<file path="src/hw/rtl/dpp_pkg.sv">
// Package for the derivation path parser: character codes, status codes,
// parser state and per-item result types. No dependencies.
`timescale 1ns / 1ps
`default_nettype none

package dpp_pkg;

	localparam int unsigned MAX_DEPTH = 16;

	localparam logic [7:0] CH_M_LO  = 8'h6D; // 'm'
	localparam logic [7:0] CH_M_UP  = 8'h4D; // 'M'
	localparam logic [7:0] CH_SLASH = 8'h2F; // '/'
	localparam logic [7:0] CH_APOS  = 8'h27; // apostrophe
	localparam logic [7:0] CH_H_LO  = 8'h68; // 'h'
	localparam logic [7:0] CH_H_UP  = 8'h48; // 'H'
	localparam logic [7:0] CH_0     = 8'h30;
	localparam logic [7:0] CH_9     = 8'h39;

	localparam logic [7:0] BIP44_HARD_LEVELS = 8'd3;
	localparam logic [7:0] BIP44_CHANGE_LVL  = 8'd3;
	localparam logic [7:0] BIP44_INDEX_LVL   = 8'd4;
	localparam logic [7:0] DEPTH_SAT         = 8'd255;

	localparam logic action_char = 1'b0;
	localparam logic action_end  = 1'b1;

	typedef enum logic [1:0] {
		STATUS_OK      = 2'd0,
		STATUS_INVALID = 2'd1,
		STATUS_RANGE   = 2'd2
	} status_t;

	typedef struct packed {
		logic        first_char_seen;
		logic [30:0] segment_value;
		logic        segment_overflow;
		logic        segment_has_digit;
		logic        segment_marked;
		logic        segment_malformed;
		status_t     error_code;
		logic [7:0]  component_count;
		logic        bip44_violation;
	} dpp_state_t;

	typedef struct packed {
		logic        component_ready;
		logic [31:0] component;
		logic        path_done;
		logic [1:0]  status;
		logic [7:0]  depth;
		logic        bip44_ok;
	} dpp_result_t;

	localparam dpp_state_t STATE_RESET = '{
		first_char_seen:   1'b0,
		segment_value:     31'd0,
		segment_overflow:  1'b0,
		segment_has_digit: 1'b0,
		segment_marked:    1'b0,
		segment_malformed: 1'b0,
		error_code:        STATUS_OK,
		component_count:   8'd0,
		bip44_violation:   1'b0
	};

endpackage

`default_nettype wire

</file>
<file path="src/hw/rtl/dpp_if.sv">
// Request and response channel interfaces of the derivation path parser.
// Depends on nothing; payload widths follow the item fields.
`timescale 1ns / 1ps
`default_nettype none

interface dpp_req_if;
	logic       valid;
	logic       ready;
	logic       action;
	logic [7:0] ch;
	modport source (output valid, output action, output ch, input ready);
	modport sink (input valid, input action, input ch, output ready);
endinterface

interface dpp_rsp_if;
	logic        valid;
	logic        ready;
	logic        component_ready;
	logic [31:0] component;
	logic        path_done;
	logic [1:0]  status;
	logic [7:0]  depth;
	logic        bip44_ok;
	modport source (output valid, output component_ready, output component,
		output path_done, output status, output depth, output bip44_ok, input ready);
	modport sink (input valid, input component_ready, input component,
		input path_done, input status, input depth, input bip44_ok, output ready);
endinterface

`default_nettype wire

</file>
<file path="src/hw/rtl/dpp_step.sv">
// Per-character update of the path parser: next state and result for one request.
// Depends on dpp_pkg.
`timescale 1ns / 1ps
`default_nettype none

module dpp_step (
	input  dpp_pkg::dpp_state_t  st,
	input  logic                 action,
	input  logic [7:0]           ch,
	output dpp_pkg::dpp_state_t  nxt,
	output dpp_pkg::dpp_result_t res
);
	import dpp_pkg::*;

	logic        skip_m;
	logic        is_digit;
	logic        is_marker;
	logic        close_seg;
	logic        seg_empty;
	logic [3:0]  digit;
	logic [34:0] prod;
	dpp_state_t  n;

	assign is_digit  = (ch >= CH_0) && (ch <= CH_9);
	assign is_marker = (ch == CH_APOS) || (ch == CH_H_LO) || (ch == CH_H_UP);
	assign skip_m    = !st.first_char_seen && ((ch == CH_M_LO) || (ch == CH_M_UP));
	assign digit     = 4'(ch - CH_0);
	// value * 10 + digit as (v << 3) + (v << 1) + d
	assign prod = {1'b0, st.segment_value, 3'b000} + {3'b000, st.segment_value, 1'b0}
		+ {31'd0, digit};
	assign seg_empty = !st.segment_has_digit && !st.segment_marked && !st.segment_malformed;

	always_comb begin
		n         = st;
		close_seg = 1'b0;
		res       = '0;

		if (action == action_char) begin
			if (st.error_code == STATUS_OK) begin
				n.first_char_seen = 1'b1;
				if (!skip_m) begin
					if (ch == CH_SLASH) begin
						close_seg = 1'b1;
					end else if (is_digit) begin
						if (st.segment_marked) begin
							n.segment_malformed = 1'b1;
						end else begin
							n.segment_has_digit = 1'b1;
							if (!st.segment_overflow) begin
								if (prod[34:31] != 4'd0)
									n.segment_overflow = 1'b1;
								else
									n.segment_value = prod[30:0];
							end
						end
					end else if (is_marker) begin
						if (st.segment_marked)
							n.segment_malformed = 1'b1;
						else
							n.segment_marked = 1'b1;
					end else begin
						n.segment_malformed = 1'b1;
					end
				end
			end
		end else begin
			close_seg = 1'b1;
		end

		// finish the open segment
		if (close_seg) begin
			if (st.error_code == STATUS_OK && !seg_empty) begin
				if (st.segment_malformed || !st.segment_has_digit) begin
					n.error_code = STATUS_INVALID;
				end else if (st.segment_overflow) begin
					n.error_code = STATUS_RANGE;
				end else begin
					if (st.component_count < BIP44_HARD_LEVELS && !st.segment_marked)
						n.bip44_violation = 1'b1;
					if (st.component_count == BIP44_CHANGE_LVL
						&& (st.segment_marked || st.segment_value > 31'd1))
						n.bip44_violation = 1'b1;
					if (st.component_count == BIP44_INDEX_LVL && st.segment_marked)
						n.bip44_violation = 1'b1;
					if (st.component_count != DEPTH_SAT)
						n.component_count = st.component_count + 8'd1;
					res.component_ready = 1'b1;
					res.component       = {st.segment_marked, st.segment_value};
				end
			end
			n.segment_value     = '0;
			n.segment_overflow  = 1'b0;
			n.segment_has_digit = 1'b0;
			n.segment_marked    = 1'b0;
			n.segment_malformed = 1'b0;
		end

		if (action == action_end) begin
			res.path_done = 1'b1;
			if (n.error_code == STATUS_OK && !st.first_char_seen)
				n.error_code = STATUS_INVALID;
			if (n.error_code == STATUS_OK && n.component_count > 8'(MAX_DEPTH))
				n.error_code = STATUS_INVALID;
			res.bip44_ok = (n.error_code == STATUS_OK)
				&& ((n.component_count < BIP44_HARD_LEVELS) || !n.bip44_violation);
		end

		res.status = n.error_code;
		res.depth  = n.component_count;

		nxt = (action == action_end) ? STATE_RESET : n;
	end

endmodule

`default_nettype wire

</file>
<file path="src/hw/rtl/derivation_path_parser.sv">
// Top level of the derivation path parser: input register, step logic, result register.
// Depends on dpp_pkg, dpp_if (dpp_req_if, dpp_rsp_if) and dpp_step.
`timescale 1ns / 1ps
`default_nettype none

// The parser reads a derivation path text (for example m/44'/0'/0'/0/5) one
// character per request and returns exactly one result per request. A request
// with action 0 carries one character; action 1 ends the path, reports status,
// depth and the BIP-44 shape check, and clears all parser state. The request
// sits in the input register while the step logic works out the next parser
// state and the result; both load, into the parser state and the result
// register, when the result register is free or its result is taken. A new
// request is accepted every cycle while results are taken; a stalled result
// holds the result register, and the input register still takes one more
// request behind it. Sustained rate: one request per cycle while results are
// taken, set by the combinational state update (a multiply-by-ten accumulate
// on a 31-bit value).
module derivation_path_parser (
	input  logic  clk,
	input  logic  arst_n,
	dpp_req_if.sink   req,
	dpp_rsp_if.source rsp
);
	import dpp_pkg::*;

	// input register
	logic        valid_s1;
	logic        action_s1;
	logic [7:0]  ch_s1;

	// parser state and result register
	dpp_state_t  state_q;
	dpp_state_t  state_nxt;
	dpp_result_t step_res;
	dpp_result_t rsp_q;
	logic        rsp_valid_q;

	logic        adv_s1;

	// move the held request into the result register when that register is free
	assign adv_s1    = valid_s1 && (!rsp_valid_q || rsp.ready);
	assign req.ready = !valid_s1 || adv_s1;

	always_ff @(posedge clk or negedge arst_n) begin
		if (!arst_n) begin
			valid_s1 <= 1'b0;
		end else if (req.ready) begin
			valid_s1 <= req.valid;
		end
	end

	always_ff @(posedge clk) begin
		if (req.valid && req.ready) begin
			action_s1 <= req.action;
			ch_s1     <= req.ch;
		end
	end

	dpp_step u_step (
		.st     (state_q),
		.action (action_s1),
		.ch     (ch_s1),
		.nxt    (state_nxt),
		.res    (step_res)
	);

	// advance parser state only when the request leaves the input register
	always_ff @(posedge clk or negedge arst_n) begin
		if (!arst_n) begin
			state_q <= STATE_RESET;
		end else if (adv_s1) begin
			state_q <= state_nxt;
		end
	end

	always_ff @(posedge clk or negedge arst_n) begin
		if (!arst_n) begin
			rsp_valid_q <= 1'b0;
		end else if (adv_s1) begin
			rsp_valid_q <= 1'b1;
		end else if (rsp.ready) begin
			rsp_valid_q <= 1'b0;
		end
	end

	always_ff @(posedge clk) begin
		if (adv_s1)
			rsp_q <= step_res;
	end

	assign rsp.valid           = rsp_valid_q;
	assign rsp.component_ready = rsp_q.component_ready;
	assign rsp.component       = rsp_q.component;
	assign rsp.path_done       = rsp_q.path_done;
	assign rsp.status          = rsp_q.status;
	assign rsp.depth           = rsp_q.depth;
	assign rsp.bip44_ok        = rsp_q.bip44_ok;

endmodule

`default_nettype wire

</file>
<file path="src/flat_wrapper.sv">
// flat-port wrapper written by rule: the top's interface ports become plain ports
module derivation_path_parser_flat import dpp_pkg::*;
  (clk, arst_n, req_valid, req_action, req_ch, req_ready, rsp_valid, rsp_component_ready, rsp_component, rsp_path_done, rsp_status, rsp_depth, rsp_bip44_ok, rsp_ready);
  dpp_req_if req_i ();
  dpp_rsp_if rsp_i ();
  input  logic clk;
  input  logic arst_n;
  input wire logic [$bits(req_i.valid)-1:0] req_valid;
  input wire logic [$bits(req_i.action)-1:0] req_action;
  input wire logic [$bits(req_i.ch)-1:0] req_ch;
  output wire logic [$bits(req_i.ready)-1:0] req_ready;
  output wire logic [$bits(rsp_i.valid)-1:0] rsp_valid;
  output wire logic [$bits(rsp_i.component_ready)-1:0] rsp_component_ready;
  output wire logic [$bits(rsp_i.component)-1:0] rsp_component;
  output wire logic [$bits(rsp_i.path_done)-1:0] rsp_path_done;
  output wire logic [$bits(rsp_i.status)-1:0] rsp_status;
  output wire logic [$bits(rsp_i.depth)-1:0] rsp_depth;
  output wire logic [$bits(rsp_i.bip44_ok)-1:0] rsp_bip44_ok;
  input wire logic [$bits(rsp_i.ready)-1:0] rsp_ready;
  assign req_i.valid = req_valid;
  assign req_i.action = req_action;
  assign req_i.ch = req_ch;
  assign req_ready = req_i.ready;
  assign rsp_valid = rsp_i.valid;
  assign rsp_component_ready = rsp_i.component_ready;
  assign rsp_component = rsp_i.component;
  assign rsp_path_done = rsp_i.path_done;
  assign rsp_status = rsp_i.status;
  assign rsp_depth = rsp_i.depth;
  assign rsp_bip44_ok = rsp_i.bip44_ok;
  assign rsp_i.ready = rsp_ready;
  derivation_path_parser u_core (.clk(clk), .arst_n(arst_n), .req(req_i), .rsp(rsp_i));
endmodule
</file>
<file path="config.mk">
export PLATFORM = sky130hd
export DESIGN_NAME = derivation_path_parser_flat
export DESIGN_NICKNAME = d
export VERILOG_FILES = /design/src/hw/rtl/dpp_pkg.sv /design/src/hw/rtl/dpp_if.sv /design/src/hw/rtl/dpp_step.sv /design/src/hw/rtl/derivation_path_parser.sv /design/src/flat_wrapper.sv
export SDC_FILE = /design/constraint.sdc
export NUM_CORES = 1
export LEC_CHECK = 0
export BUFFER_PORTS_ARGS = -buffer_cell sky130_fd_sc_hd__buf_2
export CAP_MARGIN = 20
export CORE_MARGIN = 5
export CORE_UTILIZATION = 45
export DETAILED_ROUTE_END_ITERATION = 12
export GPL_TIMING_DRIVEN = 0
export PLACE_DENSITY_LB_ADDON = 0.25
export SYNTH_ARGS = -nofsm -noshare
export SYNTH_HDL_FRONTEND = slang
export SYNTH_HIERARCHICAL = 1
export SYNTH_SLANG_ARGS = --single-unit
</file>
<file path="constraint.sdc">
create_clock -name clk -period 7.92 [get_ports clk]
set_clock_uncertainty 0.1 [all_clocks]
set_input_delay 0 -clock clk [delete_from_list [all_inputs] [get_ports clk]]
set_output_delay 0 -clock clk [all_outputs]
set_load 0.02 [all_outputs]
</file>
==> out/metrics.yaml, run 1 <==
status: "complete, no violations"
p_leak_nw: 3.79
seq_power_share: 0.482
synth_warnings: 6
p_clk_frac: 0.397
cp.arrival_ps: 4970
drt_iter0_drc: 465
slowest_stage: "o31ai_2"
fp.dieArea_mm2: 0.0184
syn_inst: 700
grt_pass1_wl_mm: 29.5
max_stage_delay_ps: 770
antenna_left: 0
dieWidth_um: 136
fmax_mhz: 209
p_sw_frac: 0.241
drc: 0
grt_max_degree: 35
vdd_ir_drop_max_uv: 99.6
finalCriticalPeriod_ps: 4780
hp-class: "in2async"
synth_top_area_frac: 0.228
rows: 46
dp_hpwl_mm: 13.5
ys_seq_area_frac: 0.400
grt-ovfl-total: 0
drv_cap: 0
cts_tree: "built"
ys.flop_type: "edfxtp_1"
synth_area_leader_cell: "edfxtp_1"
crit_fanout: 10
worstPathBufferInverterCount: 3
post_cts_resized: 0
wl_mm: 18.2
track_usage: 0.201
synthArstFlopShare: 0.476
clkSinkCount: 103
slew_headroom: 0.354
finalSetupViolCount: 0
post_cts_buffers: 0
worstReg2RegStart: "u_core/state_q[17]"
critical_path.top_delay_family: "compound AO/OA/AOI/OAI gates"
clock_latency_ps: 350
grt_antenna_before_repair: 0
netlist_top_cells_count: "a21oi_1 (67), ha_1 (63), edfxtp_1 (54)"
syn-num-nets: 778
slew_violations: 0
antenna_cells: 0
dr_total_vias: 5802
wire_per_inst_um: 18.1
endpoint_kind: "register"
worst_pin_slew_ps: 962
synth_area_mm2: 0.00711
worstPathRequired_ps: 8110
p_per_area_mw_per_mm2: 154
min_period_over_period: 0.604
worstPathCellList: "inv_1, fa_1, inv_1, ha_1, a211oi_2, o211ai_2, a211oi_2, o211ai_2, a221o_1, a31oi_1, o31ai_2, clkbuf_1, nand4_1, a21oi_1, mux2_2"
clockBufferDepth: 2
cts_max_level: 3
critPathKind: "reg2reg"
p_int_mw: 0.957
gp_congestion: 0.910
start_util: 0.453
area_growth_syn_to_layout_pct: 15.2
cts_hold_repair.buffers: 13
port_buffers: 59
p_switching_mw: 0.303
startpoint: "u_core/state_q[17]"
setup-tns-final_ps: 0
yosysMostFrequentCell: "a21oi_1"
placed_area_mm2: 0.00773
cts-buffers-inserted: 9
grt_pass1_vias: 5756
syn_area_per_cell_um2: 10.2
synth_seq_cells: 103
core-area_mm2: 0.0157
layout-drive-gt1-share: 0.181
drt_first_pass_iters: 5
synth_edf_count: 54
synthTopCellsByArea: "edfxtp_1 (23%), dfrtp_1 (17%), ha_1 (11%), a21oi_1 (4.7%), mux2_2 (4.4%)"
cp-start-kind: "register"
synth_cell_type_count: 64
hold_viol: 0
cts.clk_slew.worst_paths_ps: 70
p_comb_frac: 0.121
fin_nets: 863
final_area_mm2: 0.00819
fp.dieH_um: 136
cts-root-buf: "clkbuf_16"
io_pins: 60
vias_per_cell: 5.77
rsz0062_at_grt: "no"
-- per-layer routing --
metal | global-route usage | vias to the layer above | share of wire
met3 | 0.0412 | 26 | 0.054
li1 | - | 2784 | -
met5 | 0 | - | 0
met1 | 0.266 | 2814 | 0.44
met4 | 0.0526 | 0 | 0.015
met2 | 0.338 | 178 | 0.49
-- registers in the layout (all words and copies together) (netlist names) --
| register | count |
|---|---|
| u_core/rsp.path_done | 1 |
| u_core/rsp.valid | 1 |
| u_core/rsp.status | 2 |
| u_core/action_s1 | 1 |
| u_core/rsp.depth | 8 |
| u_core/rsp.bip44_ok | 1 |
| u_core/state_q | 47 |
| u_core/valid_s1 | 1 |
| u_core/rsp.component_ready | 1 |
| u_core/ch_s1 | 8 |
| u_core/rsp.component | 32 |
-- cells by family after synthesis --
family,share of synthesized area
AOI/OAI and AO/OA,0.164
adders and majority gates,0.116
xor gates and xnor gates,0.0345
buffers and inverters,0.0331
muxes,0.0887
DFF,0.400
and+or+nand+nor,0.163
-- worst register-to-register path, delay by kind of cell (launching register included) --
family	cells	cell delay, ps
flops	1	470
simple gates	1	200
fa+ha+maj	2	910
compound gates	8	2190
mux	1	160
buf+inv	3	720
-- cell type report --
cell class	instances	area, um^2
inverters	21	78.8
flip-flops and latches	103	2850
fillers	1436	7520
well taps	216	270
multi-input cells	544	4030
plain buffers	32	156
clock buffers	9	225
clock inverters	7	110
repair buffers	74	473
-- power by group through the flow --
stage | sequential (mW) | combinational, mW | clock [mW]
2_1_floorplan | 0.637 | 0.0745 | 0
3_3_place_gp | 0.619 | 0.139 | 0
3_5_place_dp | 0.618 | 0.147 | 0
4_1_cts | 0.607 | 0.153 | 0.515
5_1_grt | 0.610 | 0.164 | 0.535
6_report | 0.607 | 0.152 | 0.501
-- cell usage in the layout, fill, tap and decap left out, types with 7 or more instances in the layout --
cell            n
a21oi_1        67
ha_1           63
buf_2          61
edfxtp_1       54
dfrtp_1        49
o21ai_0        46
nand2_1        38
and2_1         34
nor2_1         33
mux2_2         28
nand3_1        24
clkbuf_1       23
inv_1          20
mux2_4         19
nor3_1         15
xnor2_1        14
xor2_1         14
dlygate4sd3_1  13
nand2b_1       12
a21o_1         12
nor4_1         11
nand4_1        10
clkbuf_16       9
nor2b_1         9
a31oi_1         9
and3_1          7
a211oi_1        7
-- final timing paths --
check                                endpoint  depth (start not counted)  slack (ps)
setup / recovery           u_core/state_q[19]                         15        3140
hold / removal              u_core/state_q[3]                          2         170
setup reg to reg           u_core/state_q[19]                         15        3140
hold reg to reg             u_core/state_q[0]                          1         420
max in group asynchronous  u_core/state_q[19]                          3        6970
min in group clk              u_core/ch_s1[0]                          2         270
-- per-stage QoR --
step / instances / power [mW] / setup WS [ps] / util / hold slack (ps)
2_1_floorplan: 700 / 0.712 / 3910 / - / -396
3_3_place_gp: 975 / 0.758 / 3260 / 0.489 / 77.2
3_5_place_dp: 977 / 0.765 / 3280 / 0.492 / 18.8
4_1_cts: 1006 / 1.28 / 3210 / 0.521 / 185
5_1_grt: 1006 / 1.31 / 2860 / 0.521 / 215
6_report: 1006 / 1.26 / 3140 / 0.521 / 165
Power figures use the tool's default switching activity.
==> run 2, diff against run 1 <==
- clock period: 7.92 -> 4.1 ns (I/O delays scaled with it)
==> out/metrics.yaml, run 2 (synthesis results as in run 1) <==
wl_mm: 19.0
wire_per_inst_um: 18.6
grt_max_degree: 35
status: "finished, violations left"
grt_pass1_vias: 5871
p_switching_mw: 0.597
antenna_cells: 0
gp_congestion: 0.910
vias_per_cell: 5.80
dr_total_vias: 5943
drc: 0
cts-root-buf: "clkbuf_16"
cts_tree: "built"
p_leak_nw: 3.97
p_comb_frac: 0.129
cp.arrival_ps: 4370
fin_cells: 1025
port_buffers: 59
finalSetupViolCount: 18
clockBufferDepth: 2
cp-start-kind: "register"
min_period_over_period: 1.03
p_int_mw: 1.86
dp_hpwl_mm: 13.5
fmax_mhz: 236
top_register: "u_core/state_q"
grt_pass1_wl_mm: 30.1
final.fill_count: 1379
cts-buffers-inserted: 9
io_pins: 60
fp.dieArea_mm2: 0.0184
grt-ovfl-total: 0
hp-class: "in2async"
start_util: 0.453
rsz0062_at_grt: "yes"
hold_viol: 0
slew_headroom: 0.339
worst_hold_slack_ps: 172
final_cell_mix: "buf_2 (62), ha_1 (62), a21oi_1 (60)"
worstPathRequired_ps: 4230
drv_cap: 0
largest_reg_flops: 47
setup-tns-final_ps: -1070
fp.dieH_um: 136
p_per_area_mw_per_mm2: 285
violations: "negative setup slack"
worst_pin_slew_ps: 984
place_ws_ps: -539
critPathKind: "reg2reg"
fin_nets: 882
drt_first_pass_iters: 5
layout-drive-gt1-share: 0.257
p_sw_frac: 0.243
antenna_left: 0
dieWidth_um: 136
endpoint_kind: "register"
cts_max_level: 3
grt_antenna_before_repair: 0
p_total_mw: 2.46
clock_latency_ps: 350
slew_violations: 0
finalCriticalPeriod_ps: 4240
p_clk_frac: 0.394
track_usage: 0.206
crit_fanout: 7
setup_slack_ps: -138
place_inst: 977
clkSinkCount: 103
area_growth_syn_to_layout_pct: 21.2
vdd_ir_drop_max_uv: 198
drt_iter0_drc: 417
cts.clk_slew.worst_paths_ps: 70
seq_power_share: 0.477
rows: 46
core-area_mm2: 0.0157
-- run 2: cell types whose count changed in the layout (fill, tap and decap cells not counted), sizes merged --
cell	delta
clkbuf	-7
buf	+26
-- run 2: layout make-up --
type,count,area (um^2),area share
inverters,21,78.8,0.00914
clock inverters,7,110,0.0128
well taps,216,270,0.0313
plain buffers,28,191,0.0222
clock buffers,9,225,0.0261
flip-flops and latches,103,2850,0.330
repair buffers,97,667,0.0774
multi-input cells,544,4230,0.491
-- run 2: path summary, 6_finish.rpt --
check,start,end,slack (ps),cells after the start
hold reg to reg,u_core/state_q[0],u_core/state_q[0],420,1
hold / removal,arst_n,u_core/state_q[42],170,2
setup / recovery,u_core/ch_s1[3],u_core/state_q[16],-140,15
max in group asynchronous,arst_n,u_core/state_q[19],3140,3
min in group clk,req_ch[1],u_core/ch_s1[1],270,2
setup reg to reg,u_core/ch_s1[3],u_core/state_q[16],-140,15
-- run 2: metrics by stage --
step                      area (um^2)   util
final                            8620  0.549
after global routing             8620  0.549
after CTS                        8410  0.536
after detailed placement         7730  0.492
after global placement           7680  0.489
after floorplan                  7110      -
-- run 2: power by group through the flow --
stage / registers [mW] / clock network (mW) / logic [mW]
after floorplan: 1.23 / 0 / 0.144
after global placement: 1.20 / 0 / 0.269
after detailed placement: 1.19 / 0 / 0.284
after CTS: 1.17 / 0.995 / 0.310
after global routing: 1.18 / 1.03 / 0.341
final: 1.17 / 0.969 / 0.317
-- run 2: routing by layer --
metal / vias to the layer above / part of all wire / wire length, um / global-route usage
li1: 2825 / - / - / -
met2: 182 / 0.49 / 9360 / 0.346
met3: 28 / 0.046 / 871 / 0.0334
met4: 0 / 0.018 / 338 / 0.0627
met1: 2908 / 0.45 / 8480 / 0.274
met5: - / 0 / 0 / 0
-- run 2: critical path, stage by stage (launching register included) --
cell and delay [ps]:
edfxtp_1 370, inv_2 60, fa_1 580, inv_2 60
ha_4 230, a211oi_4 270, o211ai_2 160, a211oi_2 330
o211ai_2 160, a221o_1 370, a311o_1 340, buf_4 150
o31ai_4 150, and3_4 380, a211oi_2 90, mux2_4 310
-- run 2: timing repair --
action                                  CTS  global route
gates resized for setup                  53            39
hold buffers                             13             0
gates cloned                              0             1
endpoints found under the setup margin   32            32
setup buffers                            12            11
hold endpoints to repair                 39             0
pin swaps                                19            14
